`src/rtl/rbot_ram.sv`:
```
// Generic single-port-write, single-port-read RAM with a registered read.
module rbot_ram #(
    parameter int WIDTH = 8,
    parameter int DEPTH = 16,
    parameter int ADDR_W = (DEPTH > 1) ? $clog2(DEPTH) : 1
) (
    input  logic              clk,
    input  logic              wr_en,
    input  logic [ADDR_W-1:0] wr_addr,
    input  logic [WIDTH-1:0]  wr_data,
    input  logic              rd_en,
    input  logic [ADDR_W-1:0] rd_addr,
    output logic [WIDTH-1:0]  rd_data
);

    logic [WIDTH-1:0] mem [DEPTH];
    logic [WIDTH-1:0] rd_data_reg;

    // Write port.
    always_ff @(posedge clk)
    begin
        if (wr_en)
            mem[wr_addr] <= wr_data;
    end

    // Read port; the data holds until the next read.
    always_ff @(posedge clk)
    begin
        if (rd_en)
            rd_data_reg <= mem[rd_addr];
    end

    assign rd_data = rd_data_reg;

endmodule

```
`config.mk`:
```
export PLATFORM = sky130hd
export DESIGN_NAME = rbot_ram
export DESIGN_NICKNAME = d
export VERILOG_FILES = /design/src/rtl/rbot_ram.sv
export SDC_FILE = /design/constraint.sdc
export NUM_CORES = 1
export LEC_CHECK = 0
export BUFFER_PORTS_ARGS = -buffer_cell sky130_fd_sc_hd__buf_2
export CORE_MARGIN = 3
export CORE_UTILIZATION = 57
export CTS_BUF_LIST = sky130_fd_sc_hd__clkbuf_4
export DETAILED_ROUTE_END_ITERATION = 10
export HOLD_SLACK_MARGIN = 0.03
export PLACE_DENSITY = 0.76
export SLEW_MARGIN = 40
export SYNTH_ARGS = -nofsm -noshare
export SYNTH_HDL_FRONTEND = slang
export SYNTH_SLANG_ARGS = --single-unit
export TNS_END_PERCENT = 5
```
`constraint.sdc`:
```
create_clock -name clk -period 1.74 [get_ports clk]
set_input_delay 0.261 -clock clk [delete_from_list [all_inputs] [get_ports clk]]
set_output_delay 0.261 -clock clk [all_outputs]
set_load 0.005 [all_outputs]
```
# Word level (Yosys, flattened, before mapping)
# Memories as Yosys holds them, arrays and structs flattened. A register that Yosys moved wholly into a read port is not among the register bits.
# Cells that the tools add are included.
[word_totals] ff_bits=0 ramBits=128 in_bits=19 output_inout_bits=8 elab_cells=3 memories=1
[mem_list] name="mem" words=16 width=8 read_ports=1 rd_clocked_by_memory_dff=1 write_ports=1 line="16" text="logic [WIDTH-1:0] mem [DEPTH];"
[op_classes] mux=2
[op_table] operator="two-way mux 1 bit" n=2

# Logic depth before layout (Yosys ltp)
# Gate-level depths: netlist of run 1.
[depth] word_depth=2 ltp_mapped=5

# Least setup slack after synthesis of run 1
# Ideal clock, no wire load.
[synth_path] kind="input to register" startpoint="input port wr_addr[2]" endpoint="memory mem[0][0] (enable)" setup_ns=0.383 t_arrival_ns=1.371 required_time_ns=1.357 setup_slack_ns=-0.014 path_stages=2 path_cell_list="or3b_2 > nor3_1"
[synth_rtl] item="start, declared" line="9" text="input logic [ADDR_W-1:0] wr_addr,"
[synth_rtl] item="end, declared" line="16"
# No word-level cell before the write port.

==> results of run 1 <==
[worst paths after layout]
kind,startpoint,end,slack [ps],cells past startpoint
setup / recovery,mem[2][1]$_DFFE_PP_,rd_data[1]$_DFFE_PP_,240,3
hold / removal,rd_en,rd_data[0]$_DFFE_PP_,100,1
setup reg to reg,mem[2][1]$_DFFE_PP_,rd_data[1]$_DFFE_PP_,240,3
hold reg to reg,mem[14][0]$_DFFE_PP_,rd_data[0]$_DFFE_PP_,770,3
[layer usage]
layer / GRT usage, % / vias to the layer above
li1: - / 1106
met3: 5.23 / 12
met5: 0 / -
met2: 30.0 / 78
met1: 26.9 / 1244
met4: 8.79 / 0
[cell families (layout without fill, tap and decap cells)]
family | after synthesis | in the layout | share of synthesized area, %
buffers and inverters | 10 | 81 | 1.65
AOI/OAI and AO/OA | 16 | 16 | 2.30
and+or+nand+nor | 35 | 35 | 3.14
muxes | 32 | 32 | 14.8
DFF | 136 | 136 | 78.1
other | 0 | 1 | 0
[power groups by stage]
stage	Sequential, mW	Combinational [mW]	Clock, mW
2_1_floorplan	3.77	0.187	0
3_3_place_gp	3.78	0.334	0
3_5_place_dp	3.78	0.343	0
4_1_cts	3.71	0.344	2.08
5_1_grt	3.71	0.370	2.19
6_report	3.71	0.337	2.03
[worst reg2reg max path, delay by kind of cell, from the launching register on]
kind | cells | cell delay [ps]
multiplexers | 1 | 500
AND/OR/NAND/NOR | 1 | 80
AO/OA/AOI/OAI | 1 | 280
flip-flops | 1 | 380
[synthesized netlist by cell type, types with 2 or more instances]
cell type        count  area share, %
nor2_1              13           0.93
mux4_1              14            7.0
edfxtp_1           136             78
nand2b_1             2           0.24
nor3_1               4           0.38
clkdlybuf4s25_2      3           0.57
nand3b_1             2           0.29
buf_6                3           0.65
mux4_2              18            7.8
buf_2                3           0.29
a22oi_1             16            2.3
nand2_1              9           0.65
[layout make-up]
class                           instances  share of cell area (%)
Sequential cell                       136                    69.0
Clock inverter                         14                    2.68
Multi-Input combinational cell         83                    17.9
Antenna cell                            1                  0.0423
Timing Repair Buffer                   50                    5.88
Clock buffer                           17                    2.16
Tap cell                              108                    2.28
[through the flow]
step	hold slack, ps	worst slack [ps]	power (mW)	util [%]
2_1_floorplan	360	197	3.96	-
3_3_place_gp	627	-48.0	4.11	63.9
3_5_place_dp	627	-51.3	4.12	63.9
4_1_cts	49.6	230	6.12	67.2
5_1_grt	58.0	168	6.28	67.2
6_report	99.7	242	6.07	67.2
==> results.txt, run 1 <==
The number of flip-flops in the largest register is ~130. The number of synthesized register bits is around 140. The switching power came out at approximately 1.3 mW. The Yosys step of the flow raised 0 warnings. Sequential cells account for around three fifths of the total power. The power density normalized to cell area is between 1000 and 1500 mW/mm^2.

The initial antenna violation count is 0. The routed wire length came out at approximately 9000 um. The share of layout cells above drive strength 1 is 33.3%. The multi-input combinational cells in the finished layout cover a total of about 0.0011 sq mm. The clock tree from TritonCTS is done. The count of max-cap constraint violations came out at 0. Net switching is slightly above 20% of the power.

The final clock period utilization by the worst path came out at 86.1%. At the worst endpoint, the required time is 2000 ps. The maximum fanout along the worst path came out at 1.

Summing over every cut layer, the via total after detailed routing is around 2.4k. Synthesis produced approximately 230 cells. The non-filler instance count after layout came out at between 400 and 500. The clock latency on the worst-skew pair is roughly 500 ps. In this run the number of H-tree levels came out at 4. The headroom to the max-slew limit came out at between 70% and 80%. The transition time at the pin with the least slew margin is around 360 ps. The number of global-route vias before repair is 2482. The worst setup path is of the register to register kind.

The sum of buffers and inverters on the critical path came out at 0. Buffers placed on the I/O ports in this run total 26. The number of nets with antenna violations after detailed routing came out at 0. The total setup buffers inserted after CTS came out at 0.

The via density per instance is just under 6. The run finished with clean final reports. The HPWL after detailed placement is approximately 6000 um. The total negative slack came out at 0 ps. The share of total power dissipated in combinational logic is 5.6%. The final count of negative-setup-slack endpoints is 0.

The internal power component is ~4.8 mW. The count of final hold-check violations is 0. The placement-stage cell area came out at between 0.005 and 0.006 sq mm. The number of pins with negative max-slew slack in the final report came to 0. The maximum vdd ir drop came out at about 0.45 mV. In the layout the commonest cells are edfxtp_1, buf_2, buf_4. The tree is rooted in a clkbuf_4. The first global-routing pass estimated 13900 um of wire. In this run the worst hold path is classified as input port to register. The final layout net count came out at 307. The detailed router put a total of between 3000 and 4000 um of wire on met1. Once the clock tree was built, the resizer swapped 0 gates to a different size. Relative to the synthesized area, the layout overhead comes to 13.2%. Once placement completed, the tool counted placed cells totaling roughly 380. The total clock sinks came out at 136. The met2 wirelength from detailed routing is about 4500 um. In this run the core area contains 34 standard-cell rows.

Signal routing reaches up to met4. Global routing used about 20% of the available tracks across all layers. The clock buffer count from CTS is 17. In this run, the number of DRC markers left after iteration 0 of detailed routing was around 150. The largest delay contributor family on the critical path is multiplexers. Subtracting the final worst setup slack from the clock period gives between 1000 and 1500 ps. The longest individual stage delay on the worst path came out at 500 ps. The total iterations of the first detailed-routing run came out at 4. The worst endpoint data arrival time is 1760 ps. The wire length on met3 is 465 um. The total overflow reported by the global router is 0.

The final routed wire length divided by cell count came out at between 20 and 25 um. Yosys mapped a number of flops with a built-in enable equal to 136. The DRC violation count after routing is 0. The top flip-flop cell by instance count after synthesis is edfxtp_1. After synthesis, the share of flip-flops with an asynchronous set or reset is 0%. The maximum buffer depth of the clock tree came out at 2. The pin count of the biggest net entering global routing came out at 33. The count of unique library cells instantiated by Yosys came out at 18. The width of the die is 102 um. The sequential cell area is 0.00408 sq mm. The clock input transition at the sequential cells of the worst setup and hold paths came out at ~110 ps. The average cell area after synthesis is 22.8 sq um.

The total of fill cells in the finished design came out at 551. After routing the design area is 0.00592 sq mm. The initial core utilization came out at ~60%. The floorplan step defined a die boundary enclosing roughly 0.010 sq mm. The signal on the critical path passes through mux4_1 -> a22oi_1 -> nand2_1. The slowest library cell on the worst path is mux4_1. Routability-driven placement finished with a final weighted congestion of between 0.7 and 0.8. The worst setup path is launched from a register. For the final database, setup skew stands at 11.9 ps. The number of nets handed over by synthesis was 248. STA classifies the critical path endpoint as a register. The part of the Yosys area used for sequential elements came out at between 70% and 80%. The mapped cell area came out at 0.00523 sq mm. The total I/O pin count is 27. The die span in y is 102 um. The core region area is between 0.008 and 0.009 sq mm. The clock network fraction of design power came out at between 30% and 40%.

The library cell used most frequently in the layout, excluding fill and tap cells, is edfxtp_1. The leakage dissipation came out at about 2 nW. The number of hold buffers added after cts came out at 0. Based on the critical path, the design can be clocked at up to about 670 MHz. Setup repair after global routing left no endpoint under its margin.
(Power assumes the default switching activity.)
==> run 2: changes to the inputs <==
--- a/config.mk
+++ b/config.mk
@@ -6,11 +6,11 @@
 export NUM_CORES = 1
 export LEC_CHECK = 0
 export BUFFER_PORTS_ARGS = -buffer_cell sky130_fd_sc_hd__buf_2
+export CORE_ASPECT_RATIO = 1.5
 export CORE_MARGIN = 3
 export CORE_UTILIZATION = 57
 export CTS_BUF_LIST = sky130_fd_sc_hd__clkbuf_4
 export DETAILED_ROUTE_END_ITERATION = 10
-export HOLD_SLACK_MARGIN = 0.03
 export PLACE_DENSITY = 0.76
 export SLEW_MARGIN = 40
 export SYNTH_ARGS = -nofsm -noshare
==> results.txt, run 2 (synthesis gave the netlist of run 1 again) <==
The number of cells on the worst reg-to-reg path came out at 3 (unchanged). The clock latency on the worst-skew pair came out at 510 ps (about the same). The transition time at the pin with the least slew margin came out at 404 ps (was 363 ps). The number of nets with antenna violations after detailed routing is 0 (unchanged). The initial antenna violation count is 1 (was 0).

The count of max-cap constraint violations is 0 (unchanged). The core region area came out at 0.00888 sq mm (was 0.00881 sq mm). The leakage dissipation came to 2.00 nW (about the same). The post-DP HPWL is 6620 um (was 5990 um). The worst endpoint data arrival time is 1760 ps (about the same).

The final count of negative-setup-slack endpoints is 0 (unchanged). The root cell of the clock tree is clkbuf_4 (unchanged). The share of layout cells above drive strength 1 came out at 32.8% (was 33.3%).

The total die area was 0.0104 sq mm (about the same). The final layout net count came out at 311 (was 307). The count of final hold-check violations came out at 0 (unchanged).

The DRC violation count after routing is 0 (unchanged). The post-cts repair resize count is 0 (unchanged). Most used cells in the layout excluding fill and tap cells: edfxtp_1, buf_2, buf_4 (unchanged). The total of fill cells in the finished design is 568 (was 551).

The smallest setup slack after layout came out at 239 ps (was 242 ps). The number of flip-flops in the largest register is 128 (unchanged). The count of buffers inserted at the top-level ports is 26 (unchanged).

The width of the die came out at 84.2 um (was 102 um). The launch point of the worst path is mem[1][6]$_DFFE_PP_ (was mem[2][1]$_DFFE_PP_). The maximum fanout along the worst path is 1 (unchanged).

The worst slack at placement is -27.3 ps (was -51.3 ps). Setup repair after global routing missed its margin: no (unchanged). The routed wire length is 9580 um (was 9010 um).

The initial core utilization is 58.9% (was 59.4%). The first-iteration detailed-routing DRC count was 202 (was 149). The area growth from synthesis to final layout was 12.5% (was 13.2%). The worst setup slack for register-to-register paths came to 240 ps (about the same). The die span in y was 123 um (was 102 um). The most common library cell in the layout ignoring fill and taps is edfxtp_1 (unchanged). The clock input transition at the sequential cells of the worst setup and hold paths is 100 ps (was 110 ps). The global-route usage over all layers was 20.5% (was 19.6%). The number of hold buffers added after cts is 0 (unchanged). The placement row count was 42 (was 34). The clock buffer count from CTS is 17 (unchanged). The total overflow reported by the global router is 0 (unchanged). The total setup buffers inserted after CTS is 0 (unchanged).

The headroom to the max-slew limit is 73.1% (was 75.8%). The final design utilization came out at 66.2% (was 67.2%). The total negative slack is 0 ps (unchanged). The non-filler instance count after layout came out at 413 (was 409). The via density per instance was 5.99 (was 5.97). The classification of the worst-slack hold path is input port to register (unchanged). The final critical-path required period came out at 1500 ps (about the same). The maximum buffer depth of the clock tree is 2 (unchanged). The via count came to 2474 (was 2440). The routability congestion estimate is 0.817 (was 0.713). The post-route clock skew is 13.1 ps (was 11.9 ps). The total clock sinks came out at 136 (unchanged). Result of the run: completed (unchanged). The number of placed instances with taps included came to 383 (was 377). The sort of element at the start of the critical path is a register (unchanged).

The maximum clock frequency came out at 666 MHz (was 667 MHz). The global-route wire length before repair came out at 14900 um (was 13900 um). The total iterations of the first detailed-routing run is 4 (unchanged). The total I/O pin count is 27 (unchanged). The final routed wire length divided by cell count came out at 23.2 um (was 22.0 um).

The maximum vdd ir drop came out at 0.556 mV (was 0.446 mV). The pin count of the biggest net entering global routing is 19 (was 33). The power density normalized to cell area came to 948 mW/mm^2 (was 1030 mW/mm^2).

The clock tree from TritonCTS was done (unchanged). The end of the worst register-to-register path was rd_data[6]$_DFFE_PP_ (was rd_data[1]$_DFFE_PP_). The number of pins with negative max-slew slack in the final report is 0 (unchanged). The number of global-route vias before repair is 2641 (was 2482). The number of H-tree levels is 4 (unchanged).

The required arrival time at the worst endpoint came out at 1990 ps (was 2000 ps). The start of the worst register-to-register path was mem[1][6]$_DFFE_PP_ (was mem[2][1]$_DFFE_PP_). The kind of critical path was register to register (unchanged).

The sort of element at the end of the critical path is a register (unchanged). The termination of the worst setup path is rd_data[6]$_DFFE_PP_ (was rd_data[1]$_DFFE_PP_). The final clock period utilization by the worst path came out at 86.3% (was 86.1%).
run 2: changes by cell type in the layout (fill, tap and decap cells not counted), moves of 2 or more:
cell | previous run | this run
buf_12 | 3 | 5
buf_4 | 21 | 23
bufinv_16 | 3 | 0
clkbuf_4 | 17 | 21
clkinv_1 | 1 | 4
clkinv_4 | 2 | 0
clkinvlp_4 | 3 | 0
run 2: how the worst min path moves through the flow:
stage                           from                   end  slack [ps]  cells after the start
after global routing           rd_en  rd_data[2]$_DFFE_PP_          60                      1
after detailed placement       rd_en  rd_data[3]$_DFFE_PP_         640                      1
after global placement         rd_en  rd_data[3]$_DFFE_PP_         640                      1
after CTS                      rd_en  rd_data[1]$_DFFE_PP_          80                      1
after floorplan           wr_data[0]   mem[0][0]$_DFFE_PP_         360                      0
final                          rd_en  rd_data[7]$_DFFE_PP_         120                      1
run 2: final cells by class:
class	instances	area, sq um	share of cell area (%)
antenna	1	2.50	0.0425
multi-input combinational	83	1060	18.1
clock buffer	21	158	2.68
sequential	136	4080	69.4
timing repair buffer	54	403	6.85
tap	110	138	2.34
clock inverter	8	35.0	0.596
run 2: critical path: stages (launching register included):
cell and delay [ps]:
edfxtp_1 420, mux4_2 470, a22oi_1 280, nand2_1 90
run 2: through the flow:
step,area (sq um),power [mW],hold slack [ps]
final,5880,5.57,124
after global routing,5880,5.79,61.3
after CTS,5880,5.63,75.3
after detailed placement,5690,4.14,642
after global placement,5690,4.12,645
after floorplan,5230,3.96,360
run 2: power breakdown:
group | total, mW | switching (mW) | internal [mW]
sequential | 3.70 | 0.0187 | 3.68
combinational | 0.350 | 0.190 | 0.160
clock | 1.52 | 0.944 | 0.576
run 2: layer usage:
metal	up-vias	share of wire (%)	global-route usage [%]
li1	1114	-	-
met2	102	54	34.7
met3	8	6.0	5.40
met1	1250	38	24.5
met4	0	1.7	10.3
met5	-	0	0
==> run 3: changes to the inputs <==
--- a/config.mk
+++ b/config.mk
@@ -12,6 +12,7 @@
 export CTS_BUF_LIST = sky130_fd_sc_hd__clkbuf_4
 export DETAILED_ROUTE_END_ITERATION = 10
 export PLACE_DENSITY = 0.76
+export RECOVER_POWER = 25
 export SLEW_MARGIN = 40
 export SYNTH_ARGS = -nofsm -noshare
 export SYNTH_HDL_FRONTEND = slang
==> results.txt, run 3 (synthesis gave the netlist of run 1 again) <==
The number of instances on the worst hold path came out at 1 (unchanged). The pin count of the biggest net entering global routing came out at 19 (unchanged). The leakage dissipation came out at 1.98 nW (was 2.00 nW). The area growth from synthesis to final layout came out at 12.4% (was 12.5%). The end of the worst register-to-register path was rd_data[6]$_DFFE_PP_ (unchanged). The global-route usage over all layers came to 20.5% (unchanged). Result of the run: completed (unchanged).

The worst setup slack for register-to-register paths came out at 230 ps (was 240 ps). The hold path startpoint is rd_en (unchanged). The number of cells on the critical path came out at 3 (unchanged). The via count came to 2496 (was 2474). The routed wire length came to 9600 um (was 9580 um). The total I/O pin count came out at 27 (unchanged).

The headroom to the max-slew limit came out at 57.0% (was 73.1%). The post-DP HPWL came out at 6620 um (unchanged). The sort of element at the end of the critical path is a register (unchanged). The number of nets with antenna violations after detailed routing came to 0 (unchanged).

The clock latency on the worst-skew pair came out at 510 ps (about the same). Most used cells in the layout excluding fill and tap cells: edfxtp_1, buf_4, clkbuf_4 (was edfxtp_1, buf_2, buf_4). The number of cells on the worst reg-to-reg path is 3 (unchanged). The power density normalized to cell area is 949 mW/mm^2 (was 948 mW/mm^2).

The count of final hold-check violations came out at 0 (unchanged). The post-cts repair resize count came out at 0 (unchanged). The total overflow reported by the global router is 0 (unchanged). The worst hold slack after final layout came out at 122 ps (was 124 ps). The number of global-route vias before repair is 2641 (unchanged). The first-iteration detailed-routing DRC count came out at 216 (was 202). The final clock period utilization by the worst path came out at 86.7% (was 86.3%). The largest delay contributor family on the critical path is multiplexers (unchanged). The most common library cell in the layout ignoring fill and taps was edfxtp_1 (unchanged). The total iterations of the first detailed-routing run came out at 4 (unchanged). The post-route clock skew was 10.8 ps (was 13.1 ps).

The total negative slack is 0 ps (unchanged). The sum of buffers and inverters on the critical path came out at 0 (unchanged). The clock buffer count from CTS is 17 (unchanged).

The final layout net count came out at 311 (unchanged). The kind of critical path is register to register (unchanged). The number of flip-flops in the largest register is 128 (unchanged). The final critical-path required period came out at 1510 ps (was 1500 ps). The number of hold buffers added after cts is 0 (unchanged).

The maximum clock frequency came to 663 MHz (was 666 MHz). The longest individual stage delay on the worst path is 480 ps (was 470 ps). The clock tree from TritonCTS is done (unchanged). The global-route wire length before repair is 14900 um (unchanged). The maximum fanout along the worst path is 1 (unchanged). The initial core utilization is 58.9% (unchanged). The sort of element at the start of the critical path is a register (unchanged). The root cell of the clock tree is clkbuf_4 (unchanged).

The number of H-tree levels came to 4 (unchanged). The count of buffers inserted at the top-level ports is 26 (unchanged). The routability congestion estimate is 0.817 (unchanged). The maximum vdd ir drop is 0.556 mV (about the same).

The die span in y came out at 123 um (unchanged). The initial antenna violation count is 1 (unchanged). The required arrival time at the worst endpoint is 2000 ps (was 1990 ps). The number of pins with negative max-slew slack in the final report is 0 (unchanged). The DRC violation count after routing came out at 0 (unchanged). The placement row count was 42 (unchanged). The worst endpoint data arrival time is 1770 ps (was 1760 ps). The core region area came out at 0.00888 sq mm (unchanged). The total setup buffers inserted after CTS is 0 (unchanged). The slowest library cell on the worst path is mux4_2 (unchanged).

Cell-by-cell listing of the critical path: mux4_2 -> a22oi_1 -> nand2_1 (unchanged). The launch point of the worst path is mem[1][6]$_DFFE_PP_ (unchanged). The transition time at the pin with the least slew margin came to 645 ps (was 404 ps). The share of layout cells above drive strength 1 is 30.5% (was 32.8%). The clock input transition at the sequential cells of the worst setup and hold paths came out at 100 ps (about the same). The via density per instance is 6.04 (was 5.99). The width of the die is 84.2 um (unchanged). The total clock sinks is 136 (unchanged). The classification of the worst-slack hold path is input port to register (unchanged). The capture endpoint of the worst hold path is rd_data[7]$_DFFE_PP_ (unchanged).

The final routed wire length divided by cell count is 23.2 um (about the same). The start of the worst register-to-register path is mem[1][6]$_DFFE_PP_ (unchanged). The maximum buffer depth of the clock tree came out at 2 (unchanged).

The final count of negative-setup-slack endpoints came out at 0 (unchanged). The count of max-cap constraint violations is 0 (unchanged). Setup repair after global routing missed its margin: no (unchanged).

The total die area is 0.0104 sq mm (unchanged).
==> run 3: changes by cell type in the layout (fill, tap and decap cells not counted), sizes merged <==
cell and delta:
clkbuf +7, buf -7
==> run 3: area by class of cell <==
type / count / area [sq um]
multi-input cells: 83 / 1060
flip-flops and latches: 136 / 4080
clock inverters: 8 / 35.0
repair buffers: 54 / 394
clock buffers: 21 / 158
well taps: 110 / 138
fillers: 572 / 3010
diodes: 1 / 2.50
==> run 3: how the worst max path moves through the flow <==
stage | end | slack, ps
floorplan | rd_data[1]$_DFFE_PP_ | 200
global placement | rd_data[4]$_DFFE_PP_ | -30
detailed placement | rd_data[2]$_DFFE_PP_ | -30
CTS | rd_data[2]$_DFFE_PP_ | 250
global route | rd_data[6]$_DFFE_PP_ | 190
finish | rd_data[6]$_DFFE_PP_ | 230
==> run 3: worst reg2reg max path, delay by kind of cell (launching register included) <==
| kind | cells | cell delay, ps |
|---|---|---|
| AOI/OAI and AO/OA | 1 | 280 |
| DFF | 1 | 430 |
| muxes | 1 | 480 |
| and+or+nand+nor | 1 | 90 |
==> run 3: stage by stage <==
step           power (mW)  area [sq um]  cells  util, %  setup WS, ps
4_1_cts              5.63          5880    412     66.2           255
5_1_grt              5.79          5870    413     66.1           189
3_5_place_dp         4.14          5690    383     64.0         -27.3
2_1_floorplan        3.96          5230    229        -           197
6_report             5.57          5870    413     66.1           231
3_3_place_gp         4.12          5690    383     64.0         -30.9
==> run 3: report_power, final <==
part / total (mW) / switching (mW) / internal, mW
clock: 1.52 / 0.946 / 0.576
sequential: 3.70 / 0.0185 / 3.69
combinational: 0.348 / 0.191 / 0.157
==> run 3: layer usage <==
layer  vias up  GRT usage (%)  wire length (um)
li1       1116              -                 -
met1      1270           24.5              3640
met2        95           34.7              5210
met3        15           5.40               513
met4         0           10.3               233
met5         -              0                 0
